[config.mk]
export PLATFORM = sky130hd
export DESIGN_NAME = rrts_ready_q
export DESIGN_NICKNAME = d
export VERILOG_FILES = /design/src/rtl/rrts_pkg.sv /design/src/rtl/rrts_ready_q.sv
export SDC_FILE = /design/constraint.sdc
export NUM_CORES = 2
export LEC_CHECK = 0
export BUFFER_PORTS_ARGS = -buffer_cell sky130_fd_sc_hd__buf_2
export CAP_MARGIN = 20
export CORE_MARGIN = 3
export CORE_UTILIZATION = 30
export DETAILED_ROUTE_END_ITERATION = 10
export GPL_ROUTABILITY_DRIVEN = 0
export PLACE_DENSITY = 0.46
export SLEW_MARGIN = 20
export SYNTH_ARGS = -nofsm -noshare
export SYNTH_HDL_FRONTEND = slang
export SYNTH_SLANG_ARGS = --single-unit
[constraint.sdc]
create_clock -name i_clk -period 5.3 [get_ports i_clk]
set_input_delay 0.53 -clock i_clk [delete_from_list [all_inputs] [get_ports i_clk]]
set_output_delay 0.53 -clock i_clk [all_outputs]
set_load 0.05 [all_outputs]
[src/rtl/rrts_pkg.sv]
// ----------------------------------------------------------------------------
// rrts_pkg
// Types, codes and sizes shared by the thread scheduler modules.
// ----------------------------------------------------------------------------
package rrts_pkg;

    localparam int SLOTS  = 256;
    localparam int SLOT_W = $clog2(SLOTS);
    localparam int GRP    = 16;
    localparam int NGRP   = SLOTS / GRP;
    localparam int GRP_W  = $clog2(NGRP);
    localparam int BIT_W  = $clog2(GRP);
    localparam int CNT_W  = SLOT_W + 1;

    localparam logic [2:0] ACT_YIELD  = 3'd0;
    localparam logic [2:0] ACT_CREATE = 3'd1;
    localparam logic [2:0] ACT_SLEEP  = 3'd2;
    localparam logic [2:0] ACT_WAKEUP = 3'd3;
    localparam logic [2:0] ACT_JOIN   = 3'd4;
    localparam logic [2:0] ACT_EXIT   = 3'd5;

    localparam logic [1:0] STS_OK      = 2'd0;
    localparam logic [1:0] STS_NOSLOT  = 2'd1;
    localparam logic [1:0] STS_BADJOIN = 2'd2;
    localparam logic [1:0] STS_OVF     = 2'd3;

    localparam logic [1:0] SS_UNUSED = 2'd0;
    localparam logic [1:0] SS_RUN    = 2'd1;
    localparam logic [1:0] SS_SLEEP  = 2'd2;
    localparam logic [1:0] SS_DEAD   = 2'd3;

    typedef struct packed {
        logic [1:0]        state;
        logic              jv;
        logic [SLOT_W-1:0] js;
        logic [31:0]       ident;
    } t_ent;

    typedef struct packed {
        logic              rd_en;
        logic [SLOT_W-1:0] rd_addr;
        logic              wr_en;
        logic [SLOT_W-1:0] wr_addr;
        t_ent              wr_ent;
    } t_tbl_req;

    typedef struct packed {
        logic              push;
        logic              pop;
        logic [SLOT_W-1:0] data;
    } t_q_req;

    typedef struct packed {
        logic              set_free;
        logic              clr_free;
        logic [SLOT_W-1:0] addr;
    } t_free_req;

endpackage

[src/rtl/rrts_ready_q.sv]
// ----------------------------------------------------------------------------
// rrts_ready_q
// Ready queue: circular buffer in memory, head word read every cycle.
// ----------------------------------------------------------------------------
module rrts_ready_q (
    input  logic                       i_clk,
    input  logic                       i_rst_n,
    input  rrts_pkg::t_q_req           i_req,
    output logic [rrts_pkg::SLOT_W-1:0] o_head,
    output logic                       o_empty,
    output logic                       o_full
);
    import rrts_pkg::*;

    logic [SLOT_W-1:0] r_mem [SLOTS];
    logic [SLOT_W-1:0] r_head, r_tail, r_q;
    logic [CNT_W-1:0]  r_cnt;
    logic              do_push, do_pop;

    assign o_empty = (r_cnt == '0);
    assign o_full  = (r_cnt == CNT_W'(SLOTS));
    assign do_push = i_req.push && !o_full;
    assign do_pop  = i_req.pop && !o_empty;

    always_ff @(posedge i_clk) begin
        if (do_push) begin
            r_mem[r_tail] <= i_req.data;
        end
        r_q <= r_mem[r_head];
    end

    always_ff @(posedge i_clk) begin
        if (!i_rst_n) begin
            r_head <= '0;
            r_tail <= '0;
            r_cnt  <= '0;
        end else begin
            if (do_push) begin
                r_tail <= r_tail + 1'b1;
            end
            if (do_pop) begin
                r_head <= r_head + 1'b1;
            end
            r_cnt <= r_cnt + CNT_W'(do_push) - CNT_W'(do_pop);
        end
    end

    assign o_head = r_q;
endmodule

**Yosys cells after proc, flatten, opt, wreduce, memory -nomap -nowiden**

Memory sizes are Yosys's and may differ from the RTL's. A register that Yosys moved wholly into a read port is not among the register bits.
Index checks and enable logic that the tools add are counted.

- Register bits after elaboration: 25
- Latch bits: 0
- Bits in writable memories: 2048
- Bits in read-only memories: 0
- Output and inout port bits: 10
- Word-level logic and storage cells: 16
- Memories kept: 1

- $add $sub $neg: 4
- Multiply operators: 0
- Div/mod/pow operators: 0
- Order comparisons: 0
- Equality and inequality tests: 1
- Shift-type cells: 0
- Mux-type cells: 2
- Bitwise gates (word level): 0
- Reduce and logical (&&, ||, !) cells: 5

Memories:

| name | words | bits a word | rd ports | clocked after memory_dff | write ports | RTL line | text |
|---|---|---|---|---|---|---|---|
| r_mem | 256 | 8 | 1 | 1 | 1 | rrts_ready_q.sv:15 | `logic [SLOT_W-1:0] r_mem [SLOTS];` |

Operators with widths:

| operator | count |
|---|---|
| $add A8 B1 Y8 const B | 2 |
| $add A9 B1 Y9 | 1 |
| $eq A9 B9 Y1 const B | 1 |
| $logic_not A9 Y1 | 1 |
| $sub A9 B1 Y9 | 1 |
| $logic_and A1 B1 Y1 | 2 |
| $logic_not A1 Y1 | 2 |
| $mux W1 | 2 |

**Logic depth before layout (Yosys ltp)**

- Depth in word-level cells: 5
- Mapped depth: 18
- Mapped depth without buffers: 18

**Least setup slack after synthesis**

Ideal clock, no wire load.

- Path type: reg-to-reg
- From: register r_cnt[2]
- To: register r_cnt[8]
- Setup time: 115 ps
- Arrival time: 3120 ps
- Slack: 2064 ps
- Cell stages (with the launch flop): 19
- Path buffers: 0
- Clock period less this slack: 3236 ps
- Path through: dfxtp_1 inv_1 ha_1 and2_1 nand3_1 o21ai_0 inv_1 ha_1 inv_1 ha_1 inv_1 fa_1 nand2b_1 a21oi_1 o21ai_0 a21oi_1 o211ai_1 a21oi_1 and3b_1

RTL lines:

| what | RTL line | text |
|---|---|---|
| start: declaration | rrts_ready_q.sv:17 | `logic [CNT_W-1:0] r_cnt;` |
| start signal: assignment | rrts_ready_q.sv:44 | `r_cnt <= r_cnt + CNT_W'(do_push) - CNT_W'(do_pop);` |
| $logic_not A9 Y1 | rrts_ready_q.sv:20 | `assign o_empty = (r_cnt == '0);` |
| $logic_not A1 Y1 | rrts_ready_q.sv:23 | `assign do_pop = i_req.pop && !o_empty;` |
| $logic_and A1 B1 Y1 | rrts_ready_q.sv:23 |  |
| named net do_pop | rrts_ready_q.sv:18 | `logic do_push, do_pop;` |
| $sub A9 B1 Y9 | rrts_ready_q.sv:44 |  |

The timed path passes the listed nets, and every way through them passes these cells.
A chain may end at the register's enable or synchronous reset.

==> flow_metrics.tcl <==
set metrics [dict create \
    die_y_um 526 \
    synth_edf_count 2048 \
    setup_slack_ns 1.27 \
    hold_ws_ns 0.0786 \
    syn-cell-area_um2 81100 \
    synth-xor-area-share_pct 0.162 \
    cts_made_buffers 221 \
    fin_skew_ns 0.0720 \
    critPathLaunchType "flip-flop" \
    ys.flop_type "edfxtp_1" \
    peakVddDrop_uv 260 \
    grt_overflow_total 0 \
    dp_hpwl_um 146000 \
    fmax_mhz 248 \
    via_per_inst 5.13 \
    synthMuxAreaShare_pct 14.7 \
    finalSetupViolCount 0 \
    wl_per_cell_um 30.9 \
    final_layout_size_suffix_gt1_share_pct 23.0 \
    synth_top_family_by_area "multiplexers" \
    synth_area_leaders "edfxtp_1 (76%), mux4_2 (12%), mux2i_1 (2.3%), nor2_1 (1.3%), a22oi_1 (0.89%)" \
    yosys_warnings 0 \
    critPathRequiredTime_ns 6.10 \
    p_per_area_nw_per_um2 408 \
    initial_utilization_pct 30.2 \
    grt_pass1_wl_um 337000 \
    slew_headroom_pct 24.7 \
    drt-initial-drc-count 4301 \
    final_util_pct 34.6 \
    cts.path.max_buffers 3 \
    fill_cells 24890 \
    ys_ff_latch 2081 \
    rows 190 \
    antenna_found_initial 13 \
    tightest_slew_ns 1.12 \
    ys_seq_area_share_pct 76.6 \
    dieArea_um2 277000 \
    ant_nets 0 \
    synth-async-reset-ratio_pct 0 \
    clock_sinks 2081 \
    final_max_slew_viol_count 0 \
    fp.dieW_um 526 \
    post_cts_buffers 0 \
    period_share_pct 75.9 \
    cts_tree "built" \
    power.leakage_nw 28.0 \
    syn_to_final_growth_pct 14.6 \
    syn_nets 3946 \
    syn_area_per_cell_um2 20.7 \
    path_clk_slew_ns 0.07 \
    fp.coreArea_um2 268000 \
    yosysMostFrequentCell "edfxtp_1" \
    wl_um 242000 \
    finalHoldViolations 0 \
    synth_cell_types 68 \
    fin_setup_tns_ns 0 \
    rsz0062_at_grt "false" \
    cts_root_buffer "clkbuf_16" \
    drc 0 \
    grt_pass1_vias 40997 \
    clock_latency_ns 0.88 \
    hp-class "input pin to flip-flop" \
    min_period_ns 4.03 \
    nets 4122 \
    synth_top_cell_by_area "edfxtp_1" \
    gr-usage-all-layers_pct 17.2 \
    power_mw 37.9 \
    synth_cells 3916 \
    worstSetupPathType "flip-flop to flip-flop" \
    postCtsHoldBufs 0 \
    place_ws_ns 1.23 \
    io_pins 22 \
    cp_data_arrival_time_ns 4.83 \
    cp-end-kind "flip-flop" \
    io_buffers 21 \
    outcome "completed" \
    drtPass1Iterations 6 \
    postCtsResizedCells 0 \
    synth_top_area_share_pct 75.8 \
    htree_levels 4 \
    vias 40184 \
    drv_cap 0 \
    critical_path.max_fanout 38 \
    grt_start_max_net_pins 147 \
    synthTopCellsByCount "edfxtp_1 (2048), mux4_2 (438), nor2_1 (287), mux2i_1 (189), clkbuf_1 (106)" \
    synth-simple-area-share_pct 2.66 \
    synth_compound_area_share_pct 3.58 \
    synth_fa_ha_area_share_pct 0.287 \
]
[critical path: stages, from the launching register on]
cell      delay, ns
dfxtp_4        0.92
nor2b_4        0.56
buf_4          0.50
buf_4          0.42
a22oi_1        0.11
a21oi_1        0.59
a211oi_1       0.12
a311oi_1       0.46
a31o_1         0.15
[per-layer routing]
metal  GRT usage (%)  vias up  wire length [µm]  part of all wire (%)
met1            24.5    21905            107000                    44
met4            3.78        0              4720                   2.0
met2            27.6     1343            116000                    48
li1                -    16662                 -                     -
met3            2.90      274             14000                   5.8
met5               0        -                 0                     0
[report_power, final]
group,switching [mW],internal (mW),total (mW)
clock network,6.50,8.43,14.9
registers,0.158,18.2,18.3
logic,2.64,1.99,4.63
[flip-flops by register name, indices dropped and copies added, names as in the netlist]
| signal | count |
|---|---|
| r_mem | 2048 |
| r_tail | 8 |
| o_head | 8 |
| r_cnt | 9 |
| r_head | 8 |
[metrics by stage]
| stage | cell area, µm² | cells |
|---|---|---|
| 2_1_floorplan | 81100 | 3916 |
| 3_3_place_gp | 85900 | 7419 |
| 3_5_place_dp | 86000 | 7420 |
| 4_1_cts | 92900 | 7825 |
| 5_1_grt | 92900 | 7828 |
| 6_report | 92900 | 7831 |
[final timing paths]
| kind | cells past startpoint | startpoint | end | slack, ns |
|---|---|---|---|---|
| max | 8 | r_head[2] | o_head[5] | 1.27 |
| min | 1 | i_req[5] | r_mem[235][5] | 0.08 |
| min reg2reg | 2 | r_cnt[0] | r_cnt[0] | 0.61 |
| max reg2reg | 8 | r_head[2] | o_head[5] | 1.27 |
[logic make-up after synthesis]
| group | after synthesis |
|---|---|
| fa+ha+maj | 18 |
| mux | 637 |
| xor+xnor | 15 |
| buf+inv | 260 |
| simple gates | 502 |
| compound gates | 403 |
| flops | 2081 |
[cell usage in the layout (no fill, tap or decap), drive strengths merged, types with 6 or more instances in the layout]
| cell type | count |
|---|---|
| mux4 | 444 |
| a22oi | 96 |
| buf | 189 |
| o221ai | 28 |
| a21oi | 88 |
| nand4 | 12 |
| a211oi | 31 |
| a221oi | 37 |
| clkbuf | 277 |
| a22o | 15 |
| dfxtp | 33 |
| and3 | 6 |
| o31ai | 7 |
| nor3 | 14 |
| a31oi | 10 |
| o211ai | 11 |
| edfxtp | 2048 |
| o21ai | 34 |
| clkinv | 106 |
| and2 | 20 |
| ha | 17 |
| nand2 | 87 |
| nor2 | 287 |
| nand3 | 40 |
| inv | 29 |
| xnor2 | 10 |
| o22ai | 11 |
| nor2b | 16 |
| mux2i | 189 |
| bufinv | 14 |
[cell type report]
cell class	instances	area [µm²]	area share (%)
antenna	5	12.5	0.0135
clock buffer	276	5810	6.25
clock inverter	129	1140	1.22
inverter	23	87.6	0.0943
multi-input combinational	1575	17500	18.8
sequential	2081	62200	66.9
tap	3552	4440	4.78
timing repair buffer	190	1740	1.87
Note: power is estimated with default switching activity, not from simulation.
