### config.mk
export PLATFORM = sky130hd
export DESIGN_NAME = rrts_free_find
export DESIGN_NICKNAME = d
export VERILOG_FILES = /design/src/rtl/rrts_pkg.sv /design/src/rtl/rrts_free_find.sv
export SDC_FILE = /design/constraint.sdc
export NUM_CORES = 1
export LEC_CHECK = 0
export BUFFER_PORTS_ARGS = -buffer_cell sky130_fd_sc_hd__buf_2
export CORE_MARGIN = 4
export CORE_UTILIZATION = 40
export CTS_BUF_LIST = sky130_fd_sc_hd__clkbuf_2
export CTS_CLUSTER_DIAMETER = 60
export DETAILED_ROUTE_END_ITERATION = 10
export GPL_TIMING_DRIVEN = 0
export PLACE_DENSITY = 0.65
export SYNTH_ARGS = -nofsm -noshare
export SYNTH_HDL_FRONTEND = slang
export SYNTH_SLANG_ARGS = --single-unit
### constraint.sdc
create_clock -name i_clk -period 6.8 [get_ports i_clk]
set_clock_uncertainty 0.15 [all_clocks]
set_input_delay 1.7 -clock i_clk [delete_from_list [all_inputs] [get_ports i_clk]]
set_output_delay 1.7 -clock i_clk [all_outputs]
set_load 0.05 [all_outputs]
### src/rtl/rrts_pkg.sv
// ----------------------------------------------------------------------------
// rrts_pkg
// Types, codes and sizes shared by the thread scheduler modules.
// ----------------------------------------------------------------------------
package rrts_pkg;

    localparam int SLOTS  = 256;
    localparam int SLOT_W = $clog2(SLOTS);
    localparam int GRP    = 16;
    localparam int NGRP   = SLOTS / GRP;
    localparam int GRP_W  = $clog2(NGRP);
    localparam int BIT_W  = $clog2(GRP);
    localparam int CNT_W  = SLOT_W + 1;

    localparam logic [2:0] ACT_YIELD  = 3'd0;
    localparam logic [2:0] ACT_CREATE = 3'd1;
    localparam logic [2:0] ACT_SLEEP  = 3'd2;
    localparam logic [2:0] ACT_WAKEUP = 3'd3;
    localparam logic [2:0] ACT_JOIN   = 3'd4;
    localparam logic [2:0] ACT_EXIT   = 3'd5;

    localparam logic [1:0] STS_OK      = 2'd0;
    localparam logic [1:0] STS_NOSLOT  = 2'd1;
    localparam logic [1:0] STS_BADJOIN = 2'd2;
    localparam logic [1:0] STS_OVF     = 2'd3;

    localparam logic [1:0] SS_UNUSED = 2'd0;
    localparam logic [1:0] SS_RUN    = 2'd1;
    localparam logic [1:0] SS_SLEEP  = 2'd2;
    localparam logic [1:0] SS_DEAD   = 2'd3;

    typedef struct packed {
        logic [1:0]        state;
        logic              jv;
        logic [SLOT_W-1:0] js;
        logic [31:0]       ident;
    } t_ent;

    typedef struct packed {
        logic              rd_en;
        logic [SLOT_W-1:0] rd_addr;
        logic              wr_en;
        logic [SLOT_W-1:0] wr_addr;
        t_ent              wr_ent;
    } t_tbl_req;

    typedef struct packed {
        logic              push;
        logic              pop;
        logic [SLOT_W-1:0] data;
    } t_q_req;

    typedef struct packed {
        logic              set_free;
        logic              clr_free;
        logic [SLOT_W-1:0] addr;
    } t_free_req;

endpackage

### src/rtl/rrts_free_find.sv
// ----------------------------------------------------------------------------
// rrts_free_find
// Free-slot bitmap and two-stage lowest-free search (group, then bit).
// ----------------------------------------------------------------------------
module rrts_free_find (
    input  logic                       i_clk,
    input  logic                       i_rst_n,
    input  rrts_pkg::t_free_req        i_req,
    output logic                       o_found,
    output logic [rrts_pkg::SLOT_W-1:0] o_slot
);
    import rrts_pkg::*;

    logic [SLOTS-1:0] r_free;
    logic [NGRP-1:0]  grp_any;
    logic [GRP_W-1:0] grp_sel, r_grp;
    logic [GRP-1:0]   grp_bits;
    logic [BIT_W-1:0] bit_sel;
    logic             r_any, r_found;
    logic [SLOT_W-1:0] r_slot;

    always_comb begin
        grp_sel = '0;
        for (int g = NGRP - 1; g >= 0; g--) begin
            grp_any[g] = |r_free[g*GRP +: GRP];
            if (grp_any[g]) begin
                grp_sel = GRP_W'(g);
            end
        end
    end

    always_comb begin
        grp_bits = r_free[r_grp*GRP +: GRP];
        bit_sel  = '0;
        for (int b = GRP - 1; b >= 0; b--) begin
            if (grp_bits[b]) begin
                bit_sel = BIT_W'(b);
            end
        end
    end

    always_ff @(posedge i_clk) begin
        r_grp  <= grp_sel;
        r_any  <= |grp_any;
        r_slot <= {r_grp, bit_sel};
        r_found <= r_any;
    end

    // slot 0 is the idle thread and is never free
    always_ff @(posedge i_clk) begin
        if (!i_rst_n) begin
            r_free <= {{(SLOTS-1){1'b1}}, 1'b0};
        end else if (i_req.set_free) begin
            r_free[i_req.addr] <= 1'b1;
        end else if (i_req.clr_free) begin
            r_free[i_req.addr] <= 1'b0;
        end
    end

    assign o_found = r_found;
    assign o_slot  = r_slot;
endmodule

Word level (Yosys, flattened, before mapping):

Cells that the tools add are included.

* flip-flop bits (word level): 270
* bits in latches: 0
* bits in writable memories: 0
* bits in read-only memories: 0
* input bits: 12
* output and inout bits: 9
* word-level logic and storage cells: 77
* memories kept: 0

* add/subtract/negate cells: 0
* $mul: 0
* div/mod/pow operators: 0
* magnitude comparators: 2
* equality and inequality tests: 0
* shifts and indexed selects: 1
* multiplexer cells: 34
* bitwise operators: 3
* reduce and logical (&&, ||, !) cells: 25

Operator list (count)
* 256-bit 2-to-1 mux: 2
* 256-bit bitwise AND: 1
* 256-bit inverter: 1
* 256-bit OR: 1
* 16-bit OR reduction: 16
* 256-bit OR reduction: 1
* 256-bit by 9-bit variable part select with 16-bit output: 1
* 128-bit OR reduction: 1
* 4-bit 2-to-1 mux: 16
* 64-bit OR reduction: 1
* 32-bit OR reduction: 1
* 3-bit 2-to-1 mux: 8
* 8-bit by 9-bit < comparator with 1-bit output (second input constant): 1
* 1-bit demux with 8-bit select: 1
* 8-bit by 1-bit >= comparator with 1-bit output (second input constant): 1
* 2-bit 2-to-1 mux: 4
* 8-bit OR reduction: 1
* 4-bit OR reduction: 1
* 1-bit 2-to-1 mux: 3
* 2-bit nonzero test: 1
* 2-bit OR reduction: 1
* 1-bit logical AND: 1

Logic depth before layout (Yosys ltp):

Gate-level depths: netlist (run 1).

* depth after elaboration: 16
* depth in mapped cells: 9
* mapped depth without buffers: 6

Least setup slack after synthesis (run 1):

Ideal clock, no wire load.

* path kind: input -> register
* from: input port i_req[9] (netlist bit)
* to: register with a tool-made name
* library setup time: 148 ps
* data arrival time: 2959 ps
* required time: 6502 ps
* slack: 3542 ps
* stages: 7
* buffers on the path: 2
* cells stage by stage: clkbuf_1 -> nor2_1 -> nor3b_1 -> nand3_1 -> clkbuf_1 -> o21ai_0 -> o311ai_0

RTL lines
* start: declaration: line rrts_free_find.sv:8 `input rrts_pkg::t_free_req i_req,`

Final worst setup path (run 1):

* from: register r_grp[1]
* to: register r_slot[1] (netlist: o_slot[1])

* longest elaborated chain between the ends: 15
* elaborated cells on any way between the ends: 16
* classes of those cells: shift: 1; mux: 14; reduce/logical: 1

RTL lines
* start: declaration: line rrts_free_find.sv:16 `logic [GRP_W-1:0] grp_sel, r_grp;`
* start signal: assignment: line rrts_free_find.sv:43 `r_grp <= grp_sel;`
* 256-bit by 9-bit variable part select with 16-bit output (*): line rrts_free_find.sv:33 `grp_bits = r_free[r_grp*GRP +: GRP];`
* 4-bit 2-to-1 mux (8 in series): line rrts_free_find.sv:36 `if (grp_bits[b]) begin`
* 3-bit 2-to-1 mux (4 in series): line rrts_free_find.sv:36
* 2-bit 2-to-1 mux (2 in series): line rrts_free_find.sv:36
* end signal: assignment: line rrts_free_find.sv:45 `r_slot <= {r_grp, bit_sel};`
* end: declaration: line rrts_free_find.sv:20 `logic [SLOT_W-1:0] r_slot;`

Mark *: on every way between the ends. The rest lies on a longest branch, timed or not.
A chain may end at the register's enable or synchronous reset.

==> metrics.md, run 1 <==
| Metric | Value |
|---|---|
| Post-Syn Area per Cell | 9.32 sq um |
| Detailed Route WL | 49800 um |
| Area Overhead vs Synth | 9.58% |
| Cells taking the most area after synthesis | dfxtp_1 (42%), o311ai_0 (13%), mux4_2 (11%), o21ai_0 (7.7%), nand3_1 (5.0%) |
| Worst hold-check slack | 0.206 ns |
| RSZ-0062 raised after global routing | false |
| Final Worst Setup Slack | 2.58 ns |
| Vias post-DR | 13100 |
| Fin util | 44.6% |
| Final min period | 4.22 ns |
| FF/Latch Area | 5410 sq um |
| Synthesized instance count | 1381 |
| Clock Path Buffers | 3 |
| TritonCTS Buffers | 72 |
| Busiest layer in global routing | met2 |
| Placed Area | 13500 sq um |
| Post-synthesis net count | 1393 |
| Post-synth ARST share | 0% |
| Starting utilization of the core area | 40.7% |
| Number of synthesized flops with an enable pin | 0 |
| HPWL Detailed | 36600 um |
| Worst setup SP type | register |
| Worst Tran Pin Value | 1.09 ns |
| Seq/Total Area, Yosys | 42.0% |
| IO buf count | 16 |
| Initial antenna violation count | 1 |
| Final instance area | 14100 sq um |
| Clock power share | 40.6% |
| Netlist cell types | 49 |
| Detailed Route Iter0 Violations | 1720 |
| Worst endpoint required time | 7.51 ns |
| Clk slew on worst S/H paths | 0.11 ns |
| Router iterations before antenna repair | 6 |
| Cell taking the most area after synthesis | dfxtp_1 |
| Met1 Track Usage GR | 35.8% |
| CP Class | register to register |
| Dominant synthesized flop cell | dfxtp_1 |
| Setup repair bufs after CTS | 0 |
| Peak supply drop | 0.000113 V |
| Combinational Power Share | 5.3% |
| Chip width | 187 um |
| Final setup fails | 0 |
| Fmax | 0.237 GHz |
| Grt ovf | 0 |
| DR vias/cell | 6.81 |
| Fin Setup TNS | 0 ns |
| Multi-input gate area | 6780 sq um |
| Clock tree sinks | 270 |
| H-Tree Depth | 3 |
| Tot GR Track Use | 27.3% |
| Placed Cells | 1799 |
| Hold/Removal Path Class | register to register |
| Clock Tree Root | clkbuf_2 |
| Rows | 65 |
| NumNets Final | 1483 |
| CP Data Arrival Time | 4.93 ns |
| Tot Pwr | 2.94 mW |
| DP Worst Slack | 2.54 ns |
| Post_cts resized | 0 |
| Share of Yosys cell area claimed by the top area cell type | 42.0% |
| Crit path max fanout | 10 |
| Met3 Resource Use GR | 8.01% |
| Core Footprint | 31600 sq um |
| Internal Power | 2.10 mW |
| Final Hold Viols | 0 |
| CTS tree | built |
| Hold Buf Count CTS | 0 |
| Seq cells post-synth | 270 |
| Power Density | 208 nW/um^2 |
| Layout cells sized above 1 | 13.6% |
| Status | complete, no violations |
| Residual DRC | 0 |
| CP Capture Type | register |
| Number of global-route vias before repair | 12300 |
| Worst skew pair latency | 0.92 ns |
| Leak pwr | 4.40 nW |
| Sw Ratio | 28.6% |
| Most common cell after layout, fill and taps aside | dfxtp_1 |
| Fillcell total | 3102 |
| Die H | 187 um |
| Final period util | 62.1% |
| P_sw | 0.840 mW |
| # IOs | 21 |
| Met2 Usage GRT | 41.3% |
| Ys Warns | 0 |
| Final GP Congestion | 1.03 |
| Global-route wire length before repair | 74700 um |
| Max-slew violations | 0 |
| Final Non-Filler Cells | 1922 |
| Seq pwr share | 54.1% |
| Largest net degree at the start of global routing | 11 |
| Wirelength per Cell | 25.9 um |
| Max Cap Viol | 0 |
| Slew HR | 27.5% |
| Die Area | 35100 sq um |
| Most frequent cells in the layout | dfxtp_1 (270), o21ai_0 (199), o311ai_0 (196), nand2_1 (154), nand3_1 (129) |
| Post-synthesis cell area | 12900 sq um |
| Post-route ant nets | 0 |
worst max-delay path, cell delays in order (launching register included):
cell	delay [ns]
dfxtp_1	0.38
buf_2	0.34
buf_1	0.78
buf_1	0.67
mux4_2	0.46
a221oi_1	0.54
a211oi_1	0.16
a311oi_1	0.45
o311a_1	0.23
cell type report:
class                           instances  area share (%)
Antenna cell                            1          0.0177
Buffer                                161            4.78
Clock buffer                          107            3.80
Clock inverter                         15           0.798
Inverter                                4           0.106
Multi-Input combinational cell        946            48.1
Sequential cell                       270            38.3
Tap cell                              402            3.56
Timing Repair Buffer                   16           0.567
cells in the mapped netlist (3+ instances only):
master / number
nand2b_1: 7
clkbuf_1: 128
o21ai_0: 199
buf_2: 3
o311ai_0: 196
buf_1: 23
mux4_1: 6
dfxtp_1: 270
buf_6: 4
mux4_2: 62
a21oi_1: 4
nand2_1: 154
nor2b_1: 12
nor4_1: 67
and4_1: 4
a221oi_1: 5
nand3_1: 129
inv_1: 4
nor2_1: 25
nand4_1: 18
nor3_1: 9
a22o_1: 6
a22oi_1: 10
power by group through the flow:
stage | combinational [mW] | clock [mW] | sequential, mW
3_5_place_dp | 0.148 | 0 | 1.63
5_1_grt | 0.165 | 1.27 | 1.59
4_1_cts | 0.148 | 1.20 | 1.59
6_report | 0.156 | 1.20 | 1.59
3_3_place_gp | 0.146 | 0 | 1.63
2_1_floorplan | 0.0870 | 0 | 1.62
routing by layer:
| metal | up-vias | wire (um) |
|---|---|---|
| li1 | 5699 | - |
| met1 | 6349 | 19800 |
| met2 | 857 | 21600 |
| met3 | 188 | 5720 |
| met4 | 0 | 2810 |
| met5 | - | 0 |
path summary, 6_finish.rpt:
path | cells after the start | slack [ns] | startpoint | end
worst max-delay path | 8 | 2.58 | r_grp[1]$_SDFF_PP0_ | o_slot[1]$_SDFF_PP0_
worst min-delay path | 0 | 0.21 | r_any$_DFF_P_ | o_found$_DFF_P_
worst max register to register | 8 | 2.58 | r_grp[1]$_SDFF_PP0_ | o_slot[1]$_SDFF_PP0_
worst min register to register | 0 | 0.21 | r_any$_DFF_P_ | o_found$_DFF_P_
cells by family after synthesis:
logic type	after synthesis	synth area share, %
flip-flops	270	42.0
buffers and inverters	165	5.35
multiplexers	68	12.1
AND/OR/NAND/NOR	440	16.9
AO/OA/AOI/OAI	438	23.7
Note: power is estimated with default switching activity, not from simulation.
==> run 2: changes to the inputs <==
PLACE_DENSITY = 0.67   (was 0.65)
clock period = 3.4 ns   (was 6.8 ns; I/O delays follow)
==> run 2 against run 1 <==
Flip-flop and latch count did not move. Via count rose by 0.82%. Sequential power up 100%. Highest routed layer unchanged.
==> metrics.md, run 2 (same netlist as run 1, synthesis figures left out) <==
| Metric | Value |
|---|---|
| Slowest stage delay, CP | 0.55 ns |
| Clock tree sinks | 270 |
| IO buf count | 16 |
| Crit path max fanout | 10 |
| Largest net degree at the start of global routing | 11 |
| H-Tree Depth | 3 |
| Grt ovf | 0 |
| Clk slew on worst S/H paths | 0.11 ns |
| Max Cap Viol | 0 |
| Most common cell after layout, fill and taps aside | dfxtp_1 |
| Global-route wire length before repair | 75700 um |
| Clock power share | 40.6% |
| Hold Buf Count CTS | 0 |
| Worst-path cell chain | buf_2, buf_4, buf_2, mux4_2, a22oi_1, nand2_1, or4_4, nor3b_2 |
| Worst setup SP type | register |
| Busiest layer in global routing | met2 |
| CP Class | register to register |
| Core Footprint | 31600 sq um |
| Combinational Power Share | 5.3% |
| Tot GR Track Use | 27.8% |
| Number of global-route vias before repair | 12400 |
| NumNets Final | 1485 |
| Clock Path Buffers | 3 |
| Peak supply drop | 0.000283 V |
| CP Data Arrival Time | 3.96 ns |
| Wirelength per Cell | 26.4 um |
| CP Capture Type | register |
| Final GP Congestion | 0.985 |
| TritonCTS Buffers | 74 |
| DR vias/cell | 6.87 |
| Worst hold-check slack | 0.162 ns |
| Post-route ant nets | 0 |
| HPWL Detailed | 37600 um |
| P_sw | 1.69 mW |
| Final setup fails | 0 |
| Hold/Removal Path Class | primary input to register |
| Final Hold Viols | 0 |
| Power Density | 416 nW/um^2 |
| Residual DRC | 0 |
| CP most frequent cell | buf_2 |
| Layout cells sized above 1 | 14.1% |
| Final period util | 98.4% |
| Met2 Usage GRT | 42.7% |
| Starting utilization of the core area | 40.7% |
| Met3 Resource Use GR | 6.85% |
| Worst skew pair latency | 0.93 ns |
| Detailed Route WL | 50700 um |
| Worst endpoint required time | 4.01 ns |
| Placed Cells | 1799 |
| # IOs | 21 |
| Die Area | 35100 sq um |
| Vias post-DR | 13200 |
| CTS tree | built |
| Sw Ratio | 28.8% |
| Detailed Route Iter0 Violations | 2093 |
| Seq pwr share | 54.0% |
| Internal Power | 4.19 mW |
| Rows | 65 |
| Setup repair bufs after CTS | 0 |
| Max-slew violations | 0 |
| Critical Path Slowest Stage Cell | or4_4 |
| Initial antenna violation count | 1 |
| RSZ-0062 raised after global routing | false |
| Slew HR | 32.3% |
| Final min period | 3.35 ns |
| Fmax | 0.299 GHz |
| Met1 Track Usage GR | 36.6% |
| Chip width | 187 um |
| Leak pwr | 4.43 nW |
| Status | complete, no violations |
| Final Non-Filler Cells | 1921 |
| Area Overhead vs Synth | 9.95% |
| Worst Tran Pin Value | 1.01 ns |
| Most frequent cells in the layout | dfxtp_1 (270), o21ai_0 (199), o311ai_0 (196), nand2_1 (154), nand3_1 (129) |
| Reg2reg setup slack | 0.05 ns |
| Clock Tree Root | clkbuf_2 |
| Die H | 187 um |
| Fin util | 44.8% |
| Router iterations before antenna repair | 6 |
==> run 2: cell types whose count changed in the layout (fill, tap and decap cells not counted), moves of 2 or more <==
cell | before | now
a221oi_1 | 5 | 3
a221oi_2 | 1 | 3
buf_1 | 23 | 19
buf_6 | 4 | 6
clkbuf_2 | 107 | 105
clkinv_2 | 0 | 4
inv_2 | 3 | 1
==> run 2: cell type report <==
cell class | instances | area, sq um
Fill cell | 3091 | 17500
Sequential cell | 270 | 5410
Timing Repair Buffer | 16 | 80.1
Multi-Input combinational cell | 946 | 6800
Tap cell | 402 | 503
Clock inverter | 16 | 121
Inverter | 4 | 15.0
Clock buffer | 105 | 526
Antenna cell | 1 | 2.50
Buffer | 161 | 703
==> run 2: worst paths after layout <==
| path | cells past startpoint | start | end |
|---|---|---|---|
| setup / recovery | 8 | r_grp[1]$_SDFF_PP0_ | o_slot[3]$_SDFF_PP0_ |
| hold / removal | 2 | i_rst_n | register |
| setup reg to reg | 8 | r_grp[1]$_SDFF_PP0_ | o_slot[3]$_SDFF_PP0_ |
| hold reg to reg | 0 | r_any$_DFF_P_ | o_found$_DFF_P_ |
==> run 2: repair_timing <==
action,4_1_cts,5_1_grt
pin swaps,0,0
cloned,0,0
setup endpoints to repair,4,3
gates resized for setup,17,5
endpoints found under the hold margin,0,0
==> run 2: power by group through the flow <==
stage               sequential [mW]  combinational (mW)  clock [mW]
floorplan                      3.25               0.174           0
global placement               3.25               0.296           0
detailed placement             3.25               0.300           0
CTS                            3.18               0.301        2.41
global route                   3.18               0.332        2.57
finish                         3.18               0.313        2.39
==> run 2: metal layers <==
layer  wire length [um]  part of all wire, %
met5                  0                    0
met4               2960                  5.8
met3               5710                   11
met2              22500                   44
met1              19500                   38
==> run 2: worst max-delay path, delay by kind of cell, from the launching register on <==
kind,cells,cell delay [ns]
DFF,1,0.33
muxes,1,0.39
buffers and inverters,3,1.06
and+or+nand+nor,3,0.97
AOI/OAI and AO/OA,1,0.30
==> run 2: through the flow <==
stage | setup TNS (ns) | setup WS (ns) | cell area [sq um] | power, mW
CTS | 0 | 0.0327 | 14100 | 5.89
global placement | -2.47 | -0.716 | 13500 | 3.55
floorplan | 0 | 0.652 | 12900 | 3.42
finish | 0 | 0.0530 | 14200 | 5.88
detailed placement | -2.51 | -0.689 | 13500 | 3.55
global route | 0 | 0.0121 | 14200 | 6.08
==> run 3: changes to the inputs <==
ABC_AREA = 1   (was unset)
==> run 3 against run 2 <==
Core utilization down 0.31 points. Clock power about the same. Via count up 21%. Critical path type unchanged. Largest power group unchanged.
==> metrics.md, run 3 <==
| Metric | Value |
|---|---|
| Cell taking the most area after synthesis | dfxtp_1 |
| Netlist cell types | 28 |
| RSZ-0062 raised after global routing | false |
| Largest net degree at the start of global routing | 11 |
| Max Cap Viol | 0 |
| Post-synthesis cell area | 13600 sq um |
| Sw Ratio | 30.3% |
| Multi-input gate area | 6870 sq um |
| Clock tree sinks | 270 |
| Worst hold-check slack | 0.206 ns |
| Residual DRC | 0 |
| Post-Syn Area per Cell | 6.89 sq um |
| Hold Buf Count CTS | 0 |
| CTS tree | built |
| Crit path max fanout | 10 |
| Clock power share | 40.1% |
| DR vias/cell | 6.21 |
| CP Capture Type | register |
| Chip width | 193 um |
| # IOs | 21 |
| Worst r2r src | r_grp[2]$_SDFF_PP0_ |
| Seq cells post-synth | 270 |
| Critical Path Start | r_grp[2]$_SDFF_PP0_ |
| Post-synth top cells | nand3_1 (548), o21ai_0 (346), dfxtp_1 (270) |
| Final Hold Viols | 0 |
| Clock Path Buffers | 3 |
| Rows | 67 |
| Worst endpoint required time | 4.15 ns |
| Fillcell total | 3653 |
| CP Class | register to register |
| Seq/Total Area, Yosys | 39.7% |
| FF/Latch Area | 5410 sq um |
| Final min period | 3.06 ns |
| Dominant synthesized flop cell | dfxtp_1 |
| Post-route ant nets | 0 |
| Worst setup SP type | register |
| Cells taking the most area after synthesis | dfxtp_1 (40%), nand3_1 (20%), o21ai_0 (13%), nor2_1 (5.1%), clkbuf_1 (3.7%) |
| Die H | 193 um |
| Final setup fails | 0 |
| Detailed Route Iter0 Violations | 2440 |
| Tot GR Track Use | 31.9% |
| Core Footprint | 33500 sq um |
| Post-synthesis net count | 1988 |
| Most frequent cells in the layout | nand3_1 (548), o21ai_0 (346), dfxtp_1 (270), nor2_1 (186) |
| Vias post-DR | 16000 |
| Post-synth ARST share | 0% |
| HPWL Detailed | 45200 um |
| Layout cells sized above 1 | 8.67% |
| P_sw | 1.79 mW |
| Initial antenna violation count | 2 |
| Setup repair bufs after CTS | 0 |
| NumNets Final | 2082 |
| IO buf count | 18 |
| Clock Tree Root | clkbuf_2 |
| Synthesized instance count | 1976 |
| Grt ovf | 0 |
| Met2 Usage GRT | 48.5% |
| Fin Setup TNS | 0 ns |
| Router iterations before antenna repair | 6 |
| Fin util | 44.4% |
| Final Worst Setup Slack | 0.340 ns |
| Most frequent cell after synthesis | nand3_1 |
| DP Worst Slack | 0.00517 ns |
| Global-route wire length before repair | 90400 um |
| Worst skew pair latency | 0.98 ns |
| H-Tree Depth | 3 |
| Slew HR | 25.7% |
| Status | complete, no violations |
| TritonCTS Buffers | 74 |
| Busiest layer in global routing | met2 |
| Starting utilization of the core area | 40.6% |
| Met1 Track Usage GR | 42.9% |
| Internal Power | 4.10 mW |
| Final period util | 90.0% |
| Number of global-route vias before repair | 15300 |
| Most common cell after layout, fill and taps aside | nand3_1 |
| Number of synthesized flops with an enable pin | 0 |
| Ys Warns | 0 |
| Hold path startpoint | r_any$_DFF_P_ |
| Wirelength per Cell | 23.2 um |
| Detailed Route WL | 59600 um |
| Final GP Congestion | 0.977 |
| Die Area | 37100 sq um |
| Seq pwr share | 53.9% |
| Max-slew violations | 0 |
| Post_cts resized | 0 |
| Hold/Removal Path Class | register to register |
| Power Density | 395 nW/um^2 |
| Combinational Power Share | 6.0% |
| CP Data Arrival Time | 3.81 ns |
| Final instance area | 14900 sq um |
| Leak pwr | 5.17 nW |
| Clk slew on worst S/H paths | 0.10 ns |
| Placed Area | 14300 sq um |
| Peak supply drop | 0.000187 V |
| Area Overhead vs Synth | 9.45% |
| Met3 Resource Use GR | 7.91% |
| Fmax | 0.327 GHz |
| Worst Tran Pin Value | 1.11 ns |
| Share of Yosys cell area claimed by the top area cell type | 39.7% |
==> run 3: critical path, stage by stage (launching register included) <==
cell,delay [ns]
dfxtp_1,0.44
buf_2,0.33
buf_2,0.33
buf_1,0.49
o221ai_1,0.27
o211ai_1,0.16
nand2_1,0.13
nor4_2,0.45
o21ai_1,0.13
nor2_1,0.10
==> run 3: power groups by stage <==
| stage | clock (mW) | sequential [mW] | combinational [mW] |
|---|---|---|---|
| after detailed placement | 0 | 3.25 | 0.331 |
| after global placement | 0 | 3.25 | 0.327 |
| after CTS | 2.34 | 3.18 | 0.332 |
| after floorplan | 0 | 3.25 | 0.185 |
| final | 2.36 | 3.18 | 0.353 |
| after global routing | 2.51 | 3.18 | 0.370 |
==> run 3: layout make-up <==
type	count	share of cell area, %
plain buffers	172	5.38
flip-flops and latches	270	36.3
inverters	143	3.62
clock inverters	13	0.336
diodes	2	0.0336
repair buffers	18	0.604
well taps	448	3.76
multi-input cells	1391	46.1
clock buffers	116	3.90
==> run 3: final timing paths <==
check | end | depth (start not counted) | slack (ns)
setup / recovery | o_slot[3]$_SDFF_PP0_ | 9 | 0.34
hold / removal | o_found$_DFF_P_ | 0 | 0.21
setup reg to reg | o_slot[3]$_SDFF_PP0_ | 9 | 0.34
hold reg to reg | o_found$_DFF_P_ | 0 | 0.21
==> run 3: kinds of logic (layout without fill, tap and decap cells) <==
kind of cell           Yosys count  after routing  share of synthesized area [%]
other                            0              2                              0
flip-flops                     270            270                           39.7
AND/OR/NAND/NOR                913            913                           31.7
buffers and inverters          315            462                           9.85
AO/OA/AOI/OAI                  478            478                           18.8
==> run 3: per-layer routing <==
| layer | wire length, um | vias up | part of all wire [%] |
|---|---|---|---|
| li1 | - | 7178 | - |
| met1 | 24300 | 7488 | 41 |
| met2 | 25400 | 1113 | 43 |
| met3 | 7110 | 196 | 12 |
| met4 | 2770 | 2 | 4.6 |
| met5 | 14 | - | 0.023 |
==> run 3: stage by stage <==
step / total power [mW] / instances
4_1_cts: 5.85 / 2571
6_report: 5.89 / 2573
2_1_floorplan: 3.43 / 1976
3_5_place_dp: 3.58 / 2442
5_1_grt: 6.06 / 2572
3_3_place_gp: 3.58 / 2442
